`src/design/cbp_pkg.sv`:
```
// ----------------------------------------------------------------------------
// Cascaded balance PID package
// Shared types, gain reset values, limits and saturation helpers for the
// three-loop balance controller.
// ----------------------------------------------------------------------------
package cbp_pkg;

    typedef struct packed {
        logic signed [23:0] wheel_speed;
        logic signed [23:0] roll_angle;
        logic signed [23:0] roll_rate;
        logic signed [23:0] balance_target;
    } in_item_t;

    typedef struct packed {
        logic signed [19:0] drive;
        logic               stopped;
    } out_item_t;

    typedef struct packed {
        logic signed [23:0] speed_kp;
        logic signed [23:0] speed_ki;
        logic signed [23:0] angle_kp;
        logic signed [23:0] angle_ki;
        logic signed [23:0] angle_kd;
        logic signed [23:0] rate_kp;
        logic signed [23:0] rate_ki;
        logic signed [23:0] rate_kd;
    } gains_t;

    typedef enum logic [2:0] {
        REG_SPEED_KP = 3'd0,
        REG_SPEED_KI = 3'd1,
        REG_ANGLE_KP = 3'd2,
        REG_ANGLE_KI = 3'd3,
        REG_ANGLE_KD = 3'd4,
        REG_RATE_KP  = 3'd5,
        REG_RATE_KI  = 3'd6,
        REG_RATE_KD  = 3'd7
    } cfg_index_t;

    localparam gains_t GAIN_RESET = '{
        speed_kp: 24'sd0,
        speed_ki: 24'sd0,
        angle_kp: -24'sd1310720,
        angle_ki: 24'sd465,
        angle_kd: 24'sd426,
        rate_kp:  24'sd229376,
        rate_ki:  24'sd32768,
        rate_kd:  24'sd170394
    };

    localparam logic [2:0]         ANGLE_DIVIDE  = 3'd2;
    localparam logic [2:0]         SPEED_DIVIDE  = 3'd5;
    localparam logic signed [23:0] SPEED_D_GAIN  = 24'sd0;

    localparam logic signed [35:0] OUT_LIMIT     = 36'sd512000;
    localparam logic signed [24:0] SPEED_I_LIMIT = 25'sd76800;
    localparam logic signed [24:0] ANGLE_I_LIMIT = 25'sd256000;
    localparam logic signed [24:0] RATE_I_LIMIT  = 25'sd256000;
    localparam logic signed [23:0] TILT_LIMIT    = 24'sd5120;
    localparam logic signed [25:0] E24_MAX       = 26'sd8388607;
    localparam logic signed [25:0] E24_MIN       = -26'sd8388608;
    localparam logic signed [51:0] ROUND_HALF    = 52'sd32768;

    // Saturates a widened error back into the signed 24-bit range.
    function automatic logic signed [23:0] sat_err(input logic signed [25:0] v);
        logic signed [23:0] r;
        if (v > E24_MAX) begin
            r = 24'sh7FFFFF;
        end else if (v < E24_MIN) begin
            r = -24'sh800000;
        end else begin
            r = v[23:0];
        end
        return r;
    endfunction

    // Clamps a value to the symmetric range given by lim.
    function automatic logic signed [24:0] clamp_sym(input logic signed [24:0] v,
                                                     input logic signed [24:0] lim);
        logic signed [24:0] r;
        if (v > lim) begin
            r = lim;
        end else if (v < -lim) begin
            r = -lim;
        end else begin
            r = v;
        end
        return r;
    endfunction

endpackage

```
`src/design/cbp_gain_regs.sv`:
```
// ----------------------------------------------------------------------------
// Gain register file
// Holds the eight loop gains and takes writes from the configuration port.
// ----------------------------------------------------------------------------
module cbp_gain_regs (
    input  logic            clk,
    input  logic            rst_n,
    input  logic            cfg_we,
    input  logic [2:0]      cfg_index,
    input  logic [23:0]     cfg_data,
    output cbp_pkg::gains_t gains
);

    cbp_pkg::gains_t gains_reg;
    cbp_pkg::gains_t gains_next;

    always_comb
    begin
        gains_next = gains_reg;
        if (cfg_we)
        begin
            unique case (cbp_pkg::cfg_index_t'(cfg_index))
                cbp_pkg::REG_SPEED_KP: gains_next.speed_kp = cfg_data;
                cbp_pkg::REG_SPEED_KI: gains_next.speed_ki = cfg_data;
                cbp_pkg::REG_ANGLE_KP: gains_next.angle_kp = cfg_data;
                cbp_pkg::REG_ANGLE_KI: gains_next.angle_ki = cfg_data;
                cbp_pkg::REG_ANGLE_KD: gains_next.angle_kd = cfg_data;
                cbp_pkg::REG_RATE_KP:  gains_next.rate_kp  = cfg_data;
                cbp_pkg::REG_RATE_KI:  gains_next.rate_ki  = cfg_data;
                cbp_pkg::REG_RATE_KD:  gains_next.rate_kd  = cfg_data;
                default:               gains_next = gains_reg;
            endcase
        end
    end

    always_ff @(posedge clk or negedge rst_n)
    begin
        if (!rst_n)
        begin
            gains_reg <= cbp_pkg::GAIN_RESET;
        end
        else
        begin
            gains_reg <= gains_next;
        end
    end

    assign gains = gains_reg;

endmodule

```
`config.mk`:
```
export PLATFORM = sky130hd
export DESIGN_NAME = cbp_gain_regs
export DESIGN_NICKNAME = d
export VERILOG_FILES = /design/src/design/cbp_pkg.sv /design/src/design/cbp_gain_regs.sv
export SDC_FILE = /design/constraint.sdc
export NUM_CORES = 1
export LEC_CHECK = 0
export ABC_AREA = 1
export BUFFER_PORTS_ARGS = -buffer_cell sky130_fd_sc_hd__clkbuf_2
export CAP_MARGIN = 20
export CORE_MARGIN = 2
export CORE_UTILIZATION = 53
export CTS_BUF_LIST = sky130_fd_sc_hd__clkbuf_2 sky130_fd_sc_hd__clkbuf_4 sky130_fd_sc_hd__clkbuf_8
export DETAILED_ROUTE_END_ITERATION = 16
export HOLD_SLACK_MARGIN = 0.1
export PLACE_DENSITY = 0.9
export SYNTH_ARGS = -nofsm -noshare
export SYNTH_HDL_FRONTEND = slang
export SYNTH_SLANG_ARGS = --single-unit
```
`constraint.sdc`:
```
create_clock -name clk -period 0.95 [get_ports clk]
set_clock_uncertainty 0.1 [all_clocks]
set_input_delay 0.0475 -clock clk [delete_from_list [all_inputs] [get_ports clk]]
set_output_delay 0.0475 -clock clk [all_outputs]
set_load 0.01 [all_outputs]
```
==> results.env <==
FIN_UTIL=0.802
GRT_PASS1_WL_UM=37600
MET2WIRELENGTH_UM=13300
CHIPHEIGHT_UM=123
YOSYS_WARNINGS=0
ANTENNADIODECOUNT=0
POWER_PER_CELL_AREA_mW_PER_MM2=2120
POST-ROUTE-MIN-PERIOD_PS=1280
MAX-CAP-VIOLATIONS=0
WORST_SETUP_HOLD_PATH_CLK_SLEW_PS=100
CTS_INSERTED_BUFFERS=17
FIN_CELLS=1427
CRIT_PATH_END='gains[104]'
DRC=0
PATH_DELAY_FAMILY='flip-flops'
GRT_REMAINING_OVERFLOW=0
LARGEST_REG_FLOPS=192
WL_MET1_UM=9560
FILLER_CELLS_INSERTED=798
FMAX_GHz=0.779
VIOLATIONS='negative hold slack, negative setup slack'
GRT_MAX_DEGREE=49
IR_WORST_VDD_V=0.00145
AVGROUTEDWIREPERCELL_UM=18.9
TIMING.CRITICAL_PATH.FROM='gains[104]'
CTS_TREE='built'
CLOCK_TREE_ROOT='clkbuf_8'
PLACED_CELLS_INCL_TAPS=1245
CRIT_PATH_CELL_TRACE='buf_8'
FIRST_GLOBAL_VIAS=7274
R2R_SLACK_PS=-80
LAYOUT-AREA-OVERHEAD-VS-SYNTH_PCT=47.4
CRIT_REQUIRED_PS=800
GRT.TOTAL_USAGE=0.329
ROUTED_WIRELENGTH_UM=26900
MAX_SLEW_MARGIN=0.787
CP_SLOWEST_CELL='dfstp_2'
LAYOUT_SETUP_WS_PS=-334
COUNT_OF_FINAL_HOLD_CHECK_VIOLATIONS=22
CAPTURE_POINT_OF_THE_WORST_REG_TO_REG_PATH='gains[159]'
MAXUSEDROUTINGLAYER='met4'
ROUTE.VIAS.TOTAL=7799
MAX_STAGE_DELAY_PS=570
POST_DRT_VIA_CELL_RATIO=5.47
HOLD_BUFFERS=26
WORSTPATHARRIVAL_PS=1140
FIRST_ITER_VIOLATIONS=820
NETLIST_AREA_MM2=0.00755
TOTAL_LEAKAGE_POWER_nW=6.32
CRITPATHBUFINV=1
CTS_SINKS=192
FIN_CRIT_SH=1.35
FF2FF_PATH_DEPTH=4
WORSTHOLDPATHTYPE='primary input to asynchronous set/reset pin'
DR.PASS1.ITERS=9
SYN_AVG_CELL_AREA_UM2=8.76
SEQ_AREA_FRAC_SYNTH=0.641
DIE_AR_MM2=0.0152
PLACE.DETAILED.HPWL_UM=15200
CLOCK_TREE.HTREE_LEVEL_COUNT=4
RESULT_OF_THE_RUN='complete, but fails checks'
DRIVE_GT1_FRAC=0.387
GP_CONGESTION=0.844
NETLIST-CELL-TYPE-COUNT=12
DRT.ANTENNA.VIOLATING_NETS=0
POSTSYNTHCELLCOUNT=862
WORST_SLEW_PIN_SLEW_PS=319
CORE_MM2=0.0139
SETUP-TNS-FINAL_PS=-38450
CLOCK_PATH_BUFFERS=2
REGTOREGSTARTPOINT='gains[159]'
IO_BUFFERS=221
FLOORPLAN.ROWS=43
HOLD-WORST-SLACK_PS=-67.4
NUMBER_OF_ANTENNA_VIOLATIONS_AT_THE_FIRST_CHECK_IN_GLOBAL_ROUTING=0
WORSTSETUPENDPOINTTYPE='output port'
DPL_WORST_SLACK_PS=-169
DIE_W_UM=123
SYNTH.FF_LATCH_COUNT=192
FINALSETUPVIOLATIONS=207
CRIT_PATH_MAX_FANOUT=2
NUMBER_OF_MAX_SLEW_VIOLATIONS_IN_THE_FINAL_REPORT=0
CRITICAL_PATH_CELL_COUNT=1
FINISH.NET_COUNT=1264
START_UTIL=0.544
WL_MET3_UM=2520
CRIT_TYPE='register to output port'
IOPINCOUNT=222
INSERTION_DELAY_PS=450
GRT_SETUP_UNREPAIRED='yes'
CRIT_PATH_START_KIND='register'
SYNTH_NETS=892
-- kinds of logic after synthesis --
logic type | after synthesis | synth area share
buffers and inverters | 73 | 0.0457
DFF | 192 | 0.641
and+or+nand+nor | 597 | 0.313
-- routing by layer --
| metal | vias up | track usage |
|---|---|---|
| li1 | 3390 | - |
| met1 | 3690 | 0.415 |
| met2 | 583 | 0.542 |
| met3 | 136 | 0.0646 |
| met4 | 0 | 0.168 |
| met5 | - | 0 |
-- layout make-up --
| cell class | instances | area [um2] | share of cell area |
|---|---|---|---|
| sequential | 192 | 4840 | 0.435 |
| timing repair buffer | 420 | 3200 | 0.287 |
| multi-input combinational | 597 | 2440 | 0.219 |
| clock buffer | 21 | 283 | 0.0254 |
| tap | 180 | 225 | 0.0202 |
| clock inverter | 11 | 121 | 0.0109 |
| inverter | 6 | 22.5 | 0.00202 |
-- how the worst min path moves through the flow --
stage | from | slack (ps) | endpoint | cells after the start
after floorplan | rst_n | -350 | gains[0] | 0
after global placement | rst_n | -140 | gains[53] | 1
after detailed placement | rst_n | -140 | gains[53] | 1
after CTS | rst_n | -80 | gains[53] | 2
after global routing | rst_n | -80 | gains[53] | 2
final | rst_n | -70 | gains[53] | 2
-- power by group --
part	total (mW)	switching, mW	leakage [nW]	internal [mW]
sequential	11.0	1.11	2.36	9.87
clock	5.42	3.02	0.198	2.40
combinational	7.16	3.53	3.76	3.63
total	23.6	7.66	6.32	15.9
-- through the flow --
step	power, mW	instance area, um2
after global placement	15.4	9100
after CTS	21.9	10300
final	23.6	11100
after floorplan	13.1	7560
after detailed placement	15.7	9100
after global routing	24.6	11100
-- synthesized netlist by cell type --
| cell type | count | share of area |
|---|---|---|
| buf_1 | 2 | 0.00099 |
| buf_2 | 33 | 0.022 |
| clkbuf_1 | 8 | 0.0040 |
| clkbuf_2 | 24 | 0.016 |
| dfrtp_1 | 164 | 0.54 |
| dfstp_2 | 28 | 0.097 |
| inv_1 | 5 | 0.0025 |
| inv_2 | 1 | 0.00050 |
| nand2_1 | 493 | 0.25 |
| nand3_1 | 96 | 0.064 |
| nor2_1 | 6 | 0.0030 |
| nor2_2 | 2 | 0.0017 |
-- placed cells by master, fill, tap and decap left out, drive strengths merged --
cell | netlist | final
clkinvlp | 0 | 3
nand2 | 493 | 493
dlygate4sd3 | 0 | 26
dfrtp | 164 | 164
clkbuf | 32 | 191
nand3 | 96 | 96
dfstp | 28 | 28
nor2 | 8 | 8
buf | 35 | 224
bufinv | 0 | 1
clkinv | 0 | 2
inv | 6 | 11
-- repair_timing --
item	CTS	global route
pin swaps	0	8
buffers inserted	69	55
endpoints found under the setup margin	192	195
gates resized for setup	4	142
hold endpoints to repair	384	72
Power figures use the tool's default switching activity.
